--- src/design/upq_pkg.sv ---
// Shared types and constants for the unsorted priority queue.
package upq_pkg;

  localparam int unsigned ReqW        = 3;
  localparam int unsigned TagW        = 32;
  localparam int unsigned PriW        = 32;
  localparam int unsigned StatusW     = 3;
  localparam int unsigned CountW      = 5;
  localparam int unsigned EntryW      = TagW + PriW;
  localparam int unsigned DefaultDepth = 16;

  typedef enum logic [ReqW-1:0] {
    REQ_ENQUEUE  = 3'd0,
    REQ_DEQUEUE  = 3'd1,
    REQ_PEEK     = 3'd2,
    REQ_CHANGE   = 3'd3,
    REQ_CLEAR    = 3'd4
  } req_e;

  typedef enum logic [StatusW-1:0] {
    ST_OK         = 3'd0,
    ST_EMPTY      = 3'd1,
    ST_NOT_FOUND  = 3'd2,
    ST_NOT_URGENT = 3'd3,
    ST_FULL       = 3'd4
  } status_e;

  typedef enum logic [1:0] {
    FSM_IDLE,
    FSM_SCAN,
    FSM_SHIFT,
    FSM_FINISH
  } fsm_e;

endpackage

--- src/design/unsorted_priority_queue.sv ---
// Unsorted min-priority queue: entries kept in arrival order in one RAM, served by a scan.
//
// Entries live in insertion order in a single RAM with one read and one write port;
// one comparator walks them one per cycle. Enqueue, clear and unknown request kinds
// go straight to the finish state; peek scans all held entries; change priority
// scans up to the first matching tag (all entries when absent); dequeue scans all
// held entries, then moves each entry behind the removed one down a slot. Requests
// on an empty queue also go straight to the finish state. The RAM's single read
// port sets the pace of the scan. One request is in work at a time; the result sits
// in an output register, so a new request is taken while the previous result waits
// to be read.
module unsorted_priority_queue
  import upq_pkg::*;
#(
  parameter int unsigned DEPTH = upq_pkg::DefaultDepth
) (
  input  logic                              clk_i,
  input  logic                              rst_ni,
  input  logic                              in_valid_i,
  output logic                              in_ready_o,
  input  logic [upq_pkg::ReqW-1:0]          req_type_i,
  input  logic [upq_pkg::TagW-1:0]          value_tag_i,
  input  logic signed [upq_pkg::PriW-1:0]   priority_req_i,
  output logic                              out_valid_o,
  input  logic                              out_ready_i,
  output logic [upq_pkg::StatusW-1:0]       status_o,
  output logic [upq_pkg::TagW-1:0]          out_value_o,
  output logic signed [upq_pkg::PriW-1:0]   out_priority_o,
  output logic [upq_pkg::CountW-1:0]        entry_count_o
);

  localparam int unsigned AW = $clog2(DEPTH);
  localparam int unsigned CW = $clog2(DEPTH + 1);

  fsm_e               state_q, state_d;
  req_e               req_q, req_d;
  logic [TagW-1:0]    tag_q, tag_d;
  logic [PriW-1:0]    pri_q, pri_d;
  logic [CW-1:0]      cnt_q, cnt_d;
  logic [AW-1:0]      idx_q, idx_d;
  logic [AW-1:0]      bidx_q, bidx_d;
  logic [TagW-1:0]    btag_q, btag_d;
  logic [PriW-1:0]    bpri_q, bpri_d;
  status_e            res_q, res_d;

  logic               out_valid_q, out_valid_d;
  logic [StatusW-1:0] out_status_q, out_status_d;
  logic [TagW-1:0]    out_tag_q, out_tag_d;
  logic [PriW-1:0]    out_pri_q, out_pri_d;
  logic [CountW-1:0]  out_cnt_q, out_cnt_d;

  logic               ram_we;
  logic [AW-1:0]      ram_waddr, ram_raddr;
  logic [EntryW-1:0]  ram_wdata, ram_rdata;
  logic [TagW-1:0]    rd_tag;
  logic [PriW-1:0]    rd_pri;
  logic               take, more, bmore, accept;

  upq_ram #(
    .Width(EntryW),
    .Depth(DEPTH)
  ) u_ram (
    .clk_i  (clk_i),
    .we_i   (ram_we),
    .waddr_i(ram_waddr),
    .wdata_i(ram_wdata),
    .raddr_i(ram_raddr),
    .rdata_o(ram_rdata)
  );

  assign rd_tag = ram_rdata[EntryW-1:PriW];
  assign rd_pri = ram_rdata[PriW-1:0];

  assign in_ready_o = (state_q == FSM_IDLE);
  assign accept     = in_valid_i && in_ready_o;

  // Shared comparator: candidate beats the best so far, or is the first entry.
  assign take  = (idx_q == '0) || ($signed(rd_pri) < $signed(bpri_q));
  assign more  = (CW'(idx_q) + CW'(1)) < cnt_q;
  assign bmore = (CW'(take ? idx_q : bidx_q) + CW'(1)) < cnt_q;

  always_comb begin
    state_d     = state_q;
    req_d       = req_q;
    tag_d       = tag_q;
    pri_d       = pri_q;
    cnt_d       = cnt_q;
    idx_d       = idx_q;
    bidx_d      = bidx_q;
    btag_d      = btag_q;
    bpri_d      = bpri_q;
    res_d       = res_q;
    ram_we      = 1'b0;
    ram_waddr   = idx_q;
    ram_wdata   = {tag_q, pri_q};
    ram_raddr   = idx_q;
    out_valid_d = out_valid_q;
    out_status_d = out_status_q;
    out_tag_d   = out_tag_q;
    out_pri_d   = out_pri_q;
    out_cnt_d   = out_cnt_q;

    if (out_valid_q && out_ready_i) begin
      out_valid_d = 1'b0;
    end

    unique case (state_q)
      FSM_IDLE: begin
        if (accept) begin
          req_d   = req_e'(req_type_i);
          tag_d   = value_tag_i;
          pri_d   = priority_req_i;
          idx_d   = '0;
          res_d   = ST_OK;
          ram_raddr = '0;
          state_d = FSM_FINISH;
          unique case (req_type_i)
            REQ_ENQUEUE: begin
              if (cnt_q >= CW'(DEPTH)) begin
                res_d = ST_FULL;
              end else begin
                ram_we    = 1'b1;
                ram_waddr = AW'(cnt_q);
                ram_wdata = {value_tag_i, priority_req_i};
                cnt_d     = cnt_q + CW'(1);
              end
            end
            REQ_DEQUEUE, REQ_PEEK: begin
              if (cnt_q == '0) begin
                res_d = ST_EMPTY;
              end else begin
                state_d = FSM_SCAN;
              end
            end
            REQ_CHANGE: begin
              if (cnt_q == '0) begin
                res_d = ST_NOT_FOUND;
              end else begin
                state_d = FSM_SCAN;
              end
            end
            REQ_CLEAR: begin
              cnt_d = '0;
            end
            default: ;
          endcase
        end
      end

      FSM_SCAN: begin
        if (req_q == REQ_CHANGE) begin
          if (rd_tag == tag_q) begin
            state_d = FSM_FINISH;
            if ($signed(rd_pri) <= $signed(pri_q)) begin
              res_d = ST_NOT_URGENT;
            end else begin
              ram_we    = 1'b1;
              ram_waddr = idx_q;
              ram_wdata = {tag_q, pri_q};
            end
          end else if (more) begin
            idx_d     = idx_q + AW'(1);
            ram_raddr = idx_q + AW'(1);
          end else begin
            res_d   = ST_NOT_FOUND;
            state_d = FSM_FINISH;
          end
        end else begin
          if (take) begin
            bidx_d = idx_q;
            btag_d = rd_tag;
            bpri_d = rd_pri;
          end
          if (more) begin
            idx_d     = idx_q + AW'(1);
            ram_raddr = idx_q + AW'(1);
          end else if (req_q == REQ_DEQUEUE && bmore) begin
            // Close the gap: move each later entry down one slot.
            idx_d     = (take ? idx_q : bidx_q) + AW'(1);
            ram_raddr = (take ? idx_q : bidx_q) + AW'(1);
            state_d   = FSM_SHIFT;
          end else begin
            if (req_q == REQ_DEQUEUE) begin
              cnt_d = cnt_q - CW'(1);
            end
            state_d = FSM_FINISH;
          end
        end
      end

      FSM_SHIFT: begin
        ram_we    = 1'b1;
        ram_waddr = idx_q - AW'(1);
        ram_wdata = ram_rdata;
        if (more) begin
          idx_d     = idx_q + AW'(1);
          ram_raddr = idx_q + AW'(1);
        end else begin
          cnt_d   = cnt_q - CW'(1);
          state_d = FSM_FINISH;
        end
      end

      FSM_FINISH: begin
        // Hold until the output register is free.
        if (!out_valid_q || out_ready_i) begin
          out_valid_d  = 1'b1;
          out_status_d = res_q;
          out_cnt_d    = CountW'(cnt_q);
          if (res_q == ST_OK && (req_q == REQ_DEQUEUE || req_q == REQ_PEEK)) begin
            out_tag_d = btag_q;
            out_pri_d = bpri_q;
          end else begin
            out_tag_d = '0;
            out_pri_d = '0;
          end
          state_d = FSM_IDLE;
        end
      end

      default: state_d = FSM_IDLE;
    endcase
  end

  always_ff @(posedge clk_i or negedge rst_ni) begin
    if (!rst_ni) begin
      state_q     <= FSM_IDLE;
      cnt_q       <= '0;
      out_valid_q <= 1'b0;
    end else begin
      state_q     <= state_d;
      cnt_q       <= cnt_d;
      out_valid_q <= out_valid_d;
    end
  end

  always_ff @(posedge clk_i) begin
    req_q        <= req_d;
    tag_q        <= tag_d;
    pri_q        <= pri_d;
    idx_q        <= idx_d;
    bidx_q       <= bidx_d;
    btag_q       <= btag_d;
    bpri_q       <= bpri_d;
    res_q        <= res_d;
    out_status_q <= out_status_d;
    out_tag_q    <= out_tag_d;
    out_pri_q    <= out_pri_d;
    out_cnt_q    <= out_cnt_d;
  end

  assign out_valid_o    = out_valid_q;
  assign status_o       = out_status_q;
  assign out_value_o    = out_tag_q;
  assign out_priority_o = out_pri_q;
  assign entry_count_o  = out_cnt_q;

endmodule

--- src/design/upq_ram.sv ---
// Generic single-write, single-read RAM with registered read data.
module upq_ram #(
  parameter int unsigned Width = 32,
  parameter int unsigned Depth = 16
) (
  input  logic                     clk_i,
  input  logic                     we_i,
  input  logic [$clog2(Depth)-1:0] waddr_i,
  input  logic [Width-1:0]         wdata_i,
  input  logic [$clog2(Depth)-1:0] raddr_i,
  output logic [Width-1:0]         rdata_o
);

  logic [Width-1:0] mem_q [Depth];
  logic [Width-1:0] rdata_q;

  always_ff @(posedge clk_i) begin
    if (we_i) begin
      mem_q[waddr_i] <= wdata_i;
    end
    rdata_q <= mem_q[raddr_i];
  end

  assign rdata_o = rdata_q;

endmodule
--- config.mk ---
export PLATFORM = sky130hd
export DESIGN_NAME = unsorted_priority_queue
export DESIGN_NICKNAME = d
export VERILOG_FILES = /design/src/design/upq_pkg.sv /design/src/design/unsorted_priority_queue.sv /design/src/design/upq_ram.sv
export SDC_FILE = /design/constraint.sdc
export NUM_CORES = 2
export LEC_CHECK = 0
export ABC_AREA = 0
export BUFFER_PORTS_ARGS = -buffer_cell sky130_fd_sc_hd__buf_2
export CELL_PAD_IN_SITES_DETAIL_PLACEMENT = 0
export CELL_PAD_IN_SITES_GLOBAL_PLACEMENT = 1
export CORE_MARGIN = 2
export CORE_UTILIZATION = 55
export DETAILED_ROUTE_END_ITERATION = 16
export PLACE_DENSITY_LB_ADDON = 0.1
export SETUP_SLACK_MARGIN = 0.05
export SYNTH_ARGS = -nofsm -noshare
export SYNTH_HDL_FRONTEND = slang
export SYNTH_SLANG_ARGS = --single-unit
--- constraint.sdc ---
create_clock -name clk_i -period 30.1 [get_ports clk_i]
set_input_delay 1.505 -clock clk_i [delete_from_list [all_inputs] [get_ports clk_i]]
set_output_delay 1.505 -clock clk_i [all_outputs]
set_load 0.03 [all_outputs]
; After elaboration in Yosys (flattened, before gate mapping)
; Memory sizes are Yosys's and may differ from the RTL's. A register that Yosys moved wholly into a read port is not among the register bits.
; Index checks and enable logic that the tools add are counted.
[op_classes]
n_reduce_logical = 24
n_lt_le_gt_ge = 5
n_addsub = 7
mul = 0
shift = 0
bitwise = 1
n_eq_ne = 24
muxes = 58
div_mod_pow = 0
[op_table]
columns = cell, n
row1 = 2-to-1 mux 64 bit, 3
row2 = one-hot mux 64 bit (2 select lines), 1
row3 = 2-to-1 mux 4 bit, 11
row4 = 2-to-1 mux 5 bit, 7
row5 = == test 32 bit, 1
row6 = less-or-equal comparator 32 bit, 1
row7 = less-than comparator 32 bit, 1
row8 = 2-to-1 mux 2 bit, 9
row9 = 2-to-1 mux 3 bit, 6
row10 = one-hot mux 5 bit (3 select lines), 1
row11 = inequality test 2 bit (second input constant), 7
row12 = 2-to-1 mux 1 bit, 13
row13 = == test 3 x 2 -> 1 bit (second input constant), 4
row14 = inequality test 3 bit (second input constant), 4
row15 = one-hot mux 4 bit (3 select lines), 1
row16 = adder 4 x 1 -> 5 bit (second input constant), 2
row17 = less-than comparator 5 bit, 2
row18 = one-hot mux 5 bit (2 select lines), 1
row19 = one-hot mux 3 bit (3 select lines), 1
row20 = AND reduction 9 bit, 1
row21 = adder 4 x 1 -> 4 bit (second input constant), 2
row22 = one-hot mux 2 bit (4 select lines), 1
row23 = one-hot mux 4 bit (2 select lines), 1
row24 = == test 3 x 1 -> 1 bit (second input constant), 2
row25 = other kinds (26), 36
[totals]
latchBits = 0
romBits = 0
ramBits = 1024
output_inout_bits = 74
memories = 1
reg_bits = 222
[memory_table]
columns = memory, depth, word_bits, rd, rd_clocked_by_memory_dff, write_ports, line_no
row1 = u_ram.mem_q, 16, 64, 1, 1, 1, upq_ram.sv:14  ; logic [Width-1:0] mem_q [Depth];

; Longest topological paths before layout
[depth]
depth_word = 10
depth_mapped = 29
depth_no_buf = 25

; By module
; Synthesis repeated with hierarchy kept, for this count alone.
[hier_totals]
hier_cells = 2607
hier_area_um2 = 51091.5
[by_module_without_submodules]
columns = mod, area_each_um2, cells_per_inst, n_inst
row1 = upq_ram, 39581.7, 1647, 1
row2 = unsorted_priority_queue, 11509.8, 960, 1

; Least setup slack after synthesis
; OpenSTA, ideal clock, no wires.
[synth_timing]
kind = input port to flip-flop
start = in in_valid_i
end = mem u_ram.mem_q[12][0] in the netlist's numbering, enable pin
required_ps = 29522
t_arrival_ps = 9429
stages = 7
n_path_buf = 0
setup_time_ps = 578
path_slack_ps = 20093
cell_sequence = and2_1 nand3_1 o21ai_1 nor4b_1 nand3_1 o311a_1 nor3b_1
[synth_between]
elab_chain_cells = 5
word_cells_on_any_way = 7
cone_classes = mux (6) / reduce/logical (1)
[synth_rtl]
columns = item, line_no
row1 = "start, declared", unsorted_priority_queue.sv:19  ; input logic in_valid_i,
row2 = logical AND 1 bit *, unsorted_priority_queue.sv:75  ; assign accept = in_valid_i && in_ready_o;
row3 = 2-to-1 mux 1 bit, unsorted_priority_queue.sv:109  ; if (accept) begin
row4 = one-hot mux 1 bit (3 select lines), unsorted_priority_queue.sv:107  ; unique case (state_q)
row5 = 2-to-1 mux 1 bit, upq_ram.sv:18  ; if (we_i) begin
row6 = 2-to-1 mux 1 bit (implied by the code), upq_ram.sv:19  ; mem_q[waddr_i] <= wdata_i;
row7 = "end, declared", upq_ram.sv:14
; Every way passes the cells marked *; elsewhere a longest branch is shown, timed or not.

; Worst setup path in the final report
[layout_timing]
start = reg u_ram.rdata_q[23] (netlist: u_ram.rdata_o[23]) (read register of u_ram.mem_q)
end = reg u_ram.rdata_q[34] (netlist: u_ram.rdata_o[34]) (read register of u_ram.mem_q)
[layout_between]
elab_chain_cells = 10
word_cells_on_any_way = 12
cone_classes = add/sub (2) / order compare (2) / mux (6) / reduce/logical (2)
[layout_rtl]
columns = item, line_no
row1 = "start, declared", upq_ram.sv:15  ; logic [Width-1:0] rdata_q;
row2 = less-than comparator 32 bit *, unsorted_priority_queue.sv:78  ; assign take = (idx_q == '0) || ($signed(rd_pri) < $signed(bpri_q));
row3 = logical OR 1 bit *, unsorted_priority_queue.sv:78
row4 = 2-to-1 mux 4 bit, "unsorted_priority_queue.sv:80, unsorted_priority_queue.sv:180"
row5 = adder 4 x 1 -> 5 bit, unsorted_priority_queue.sv:80  ; assign bmore = (CW'(take ? idx_q : bidx_q) + CW'(1)) < cnt_q;
row6 = less-than comparator 5 bit, unsorted_priority_queue.sv:80
row7 = logical AND 1 bit, unsorted_priority_queue.sv:177  ; end else if (req_q == REQ_DEQUEUE && bmore) begin
row8 = 2-to-1 mux 4 bit * (2 in a row), --
row9 = 2-to-1 mux 4 bit *, unsorted_priority_queue.sv:151  ; if (req_q == REQ_CHANGE) begin
row10 = one-hot mux 4 bit (3 select lines) *, --
; Marks and branches as above.
; A chain may end at the register's enable or synchronous reset.

==> flow_metrics.tcl <==
set metrics [dict create \
    status "finished, final reports clean" \
    hold_class "reg2reg" \
    syn-num-nets 4110 \
    swShare 0.399 \
    clockPowerShare 0.234 \
    drtIter0Drc 4412 \
    max_slew_margin 0.109 \
    crit_required_ns 30.76 \
    cp_slowest_cell "buf_4" \
    n_fill_cell 7294 \
    crit_family "buffers and inverters" \
    wl_um 144000 \
    htreeDepth 4 \
    drc 0 \
    grt_use_met3 0.0486 \
    fin_setup_tns_ns 0 \
    p_int_mw 4.23 \
    worstPathArrival_ns 8.95 \
    synth_seq_cells 1310 \
    grtUsageMet1 0.442 \
    synth_area_mm2 0.0527 \
    io_buffers 144 \
    cp.depth 25 \
    min_path_cells 0 \
    synthArstFlopShare 0.00611 \
    hold_buffers 0 \
    yosysWarnings 0 \
    peakVddDrop_uv 183 \
    postRouteAntennaNets 0 \
    clock_sinks 1310 \
    setup_violations 0 \
    die_w_um 314 \
    core_mm2 0.0950 \
    avgViaCountPerCell 6.16 \
    rsz0062_at_grt "no" \
    antenna_found_initial 5 \
    synthToLayoutAreaGrowth_pct 12.1 \
    period_share 0.275 \
    grt_overflow 0 \
    endpoint_kind "flip-flop" \
    start_util 0.555 \
    rrSetupSlack_ns 21.81 \
    fp-row-count 113 \
    r2r-start "u_ram.rdata_o[23]" \
    pwr-share-comb 0.385 \
    io_pins 145 \
    syn_avg_cell_area_um2 13.3 \
    min_period_ns 8.29 \
    grt_most_used_layer "met2" \
    worstSetupPathType "reg2reg" \
    cts_tree "built" \
    syn-instance-count 3958 \
    seqCellArea_mm2 0.0386 \
    die-height_um 314 \
    wire_per_inst_um 26.5 \
    path_clk_slew_ns 0.06 \
    power_leakage_nw 20.9 \
    ys_seq_area_frac 0.732 \
    cts_buffers 137 \
    multi_input_area_mm2 0.0128 \
    post-place-ws_ns 21.93 \
    maxCapViolCount 0 \
    place.gp.congestion 0.884 \
    root_buffer "clkbuf_16" \
    final_area_mm2 0.0591 \
    hold_viol_final 0 \
    use_met2 0.447 \
    grt_max_degree 192 \
    timing.fmax_mhz 121 \
    worstHoldStart "res_q[2]" \
    worst-path-buf-inv 4 \
    clk_latency_ns 0.74 \
    synth-main-ff-cell "edfxtp_1" \
    cp-startpoint "u_ram.rdata_o[23]" \
    hold_slack_ns 0.445 \
    power_mw 7.04 \
    vias 33580 \
    powerDensity_mw_per_mm2 119 \
    skew_ns 0.0212 \
    grt_pass1_vias 31791 \
    postCtsSetupBuffers 0 \
    first_pass_iters 9 \
    cts_buffer_depth 3 \
    seqPwrFrac 0.382 \
    post_cts_resized 0 \
    synth_edf_count 1234 \
    cpPeakStageDelay_ns 0.87 \
    r2r_end "u_ram.rdata_o[34]" \
    fin_nets 4223 \
    diodes 0 \
    grt_usage 0.294 \
    place_area_mm2 0.0548 \
    ys_types 77 \
    worst_slack_ns 21.81 \
    hold_path_end "status_o[2]" \
    p_switching_mw 2.81 \
    grt_pass1_wl_um 212000 \
    die_area_mm2 0.0984 \
    tightest_slew_ns 1.33 \
    final_layout_size_suffix_gt1_frac 0.109 \
    worst_setup_path_start_kind "flip-flop" \
    hpwl_um 75000 \
    final-max-slew-violation-count 0 \
    reg2reg_depth 25 \
    cp_max_fo 191 \
]
## kinds of logic after synthesis
kind of cell	synth area share
fa+ha+maj	0.0192
mux	0.0139
xor+xnor	0.00664
flops	0.732
buf+inv	0.0290
compound gates	0.0521
simple gates	0.147
## metal layers
| layer | part of all wire | wire length (µm) | vias up |
|---|---|---|---|
| li1 | - | - | 14895 |
| met1 | 0.43 | 61700 | 16833 |
| met2 | 0.46 | 66100 | 1640 |
| met3 | 0.095 | 13700 | 210 |
| met4 | 0.019 | 2790 | 2 |
| met5 | 0.000062 | 9 | - |
## placed cells by master (no fill, tap or decap), types with 9 or more instances in the layout
| cell type | instances |
|---|---|
| edfxtp_1 | 1234 |
| nand2_1 | 891 |
| nand3_1 | 583 |
| buf_2 | 144 |
| clkbuf_16 | 141 |
| inv_1 | 131 |
| a21oi_1 | 107 |
| nand4_1 | 87 |
| a221o_1 | 82 |
| ha_1 | 80 |
| mux2i_1 | 71 |
| dfxtp_1 | 68 |
| buf_4 | 60 |
| a222oi_1 | 49 |
| nor3_1 | 41 |
| and2_1 | 38 |
| xnor2_1 | 35 |
| clkbuf_1 | 30 |
| clkinv_2 | 27 |
| nor2_1 | 23 |
| clkinv_1 | 23 |
| o21ai_0 | 20 |
| nor2_4 | 18 |
| a21o_1 | 15 |
| a31oi_1 | 10 |
| clkbuf_8 | 10 |
| nand2b_1 | 9 |
| o21a_1 | 9 |
## sequential cells by signal, summed over array words and instances, names as in the netlist, 3 cells and up
name            count
bidx_q              4
bpri_q             32
btag_q             32
cnt_q               5
entry_count_o       5
idx_q               4
out_priority_o     32
out_value_o        32
pri_q              32
req_q               3
res_q               3
status_o            3
tag_q              32
u_ram.mem_q      1024
u_ram.rdata_o      64
## Yosys cell counts (7+ instances only)
cell / instances / area, µm²
a21oi_1: 109 / 546
mux2i_1: 71 / 711
o21a_1: 9 / 67.6
nand4_1: 87 / 544
dfrtp_1: 8 / 200
a221o_1: 82 / 821
buf_4: 7 / 52.6
a222oi_1: 49 / 490
buf_2: 90 / 450
nand2b_1: 9 / 56.3
inv_1: 131 / 492
a21o_1: 15 / 113
nand3_1: 583 / 2920
nor3_1: 41 / 205
nor2_1: 40 / 150
nor2b_1: 8 / 50.1
a31oi_1: 10 / 62.6
dfxtp_1: 68 / 1360
buf_1: 20 / 75.1
edfxtp_1: 1234 / 37100
ha_1: 81 / 1010
clkbuf_1: 114 / 428
and2_1: 41 / 257
o21ai_0: 20 / 100
xnor2_1: 36 / 315
nand2_1: 891 / 3340
and3_1: 7 / 43.8
## power groups by stage
| stage | sequential [mW] | combinational (mW) | clock (mW) |
|---|---|---|---|
| final | 2.69 | 2.71 | 1.64 |
| after global routing | 2.70 | 2.97 | 1.74 |
| after CTS | 2.68 | 2.70 | 1.66 |
| after detailed placement | 2.72 | 2.69 | 0 |
| after global placement | 2.71 | 2.67 | 0 |
| after floorplan | 2.74 | 1.80 | 0 |
## layout make-up
class | instances | area share
clock buffer | 181 | 0.0639
clock inverter | 69 | 0.00982
inverter | 136 | 0.00900
multi-input combinational | 2280 | 0.217
sequential | 1310 | 0.653
tap | 1265 | 0.0268
timing repair buffer | 206 | 0.0205
## worst max path at each step
stage,to,slack (ns)
finish,u_ram.rdata_o[34],21.81
detailed placement,u_ram.rdata_o[26],21.93
global placement,u_ram.rdata_o[28],22.14
global route,u_ram.rdata_o[28],21.31
floorplan,u_ram.mem_q[12][0],20.09
CTS,u_ram.rdata_o[34],21.91
## per-stage QoR
step,std cells,util
after floorplan,3958,-
after global placement,5197,0.576
after detailed placement,5197,0.576
after CTS,5447,0.622
after global routing,5447,0.622
final,5447,0.622
Note: power is estimated with default switching activity, not from simulation.
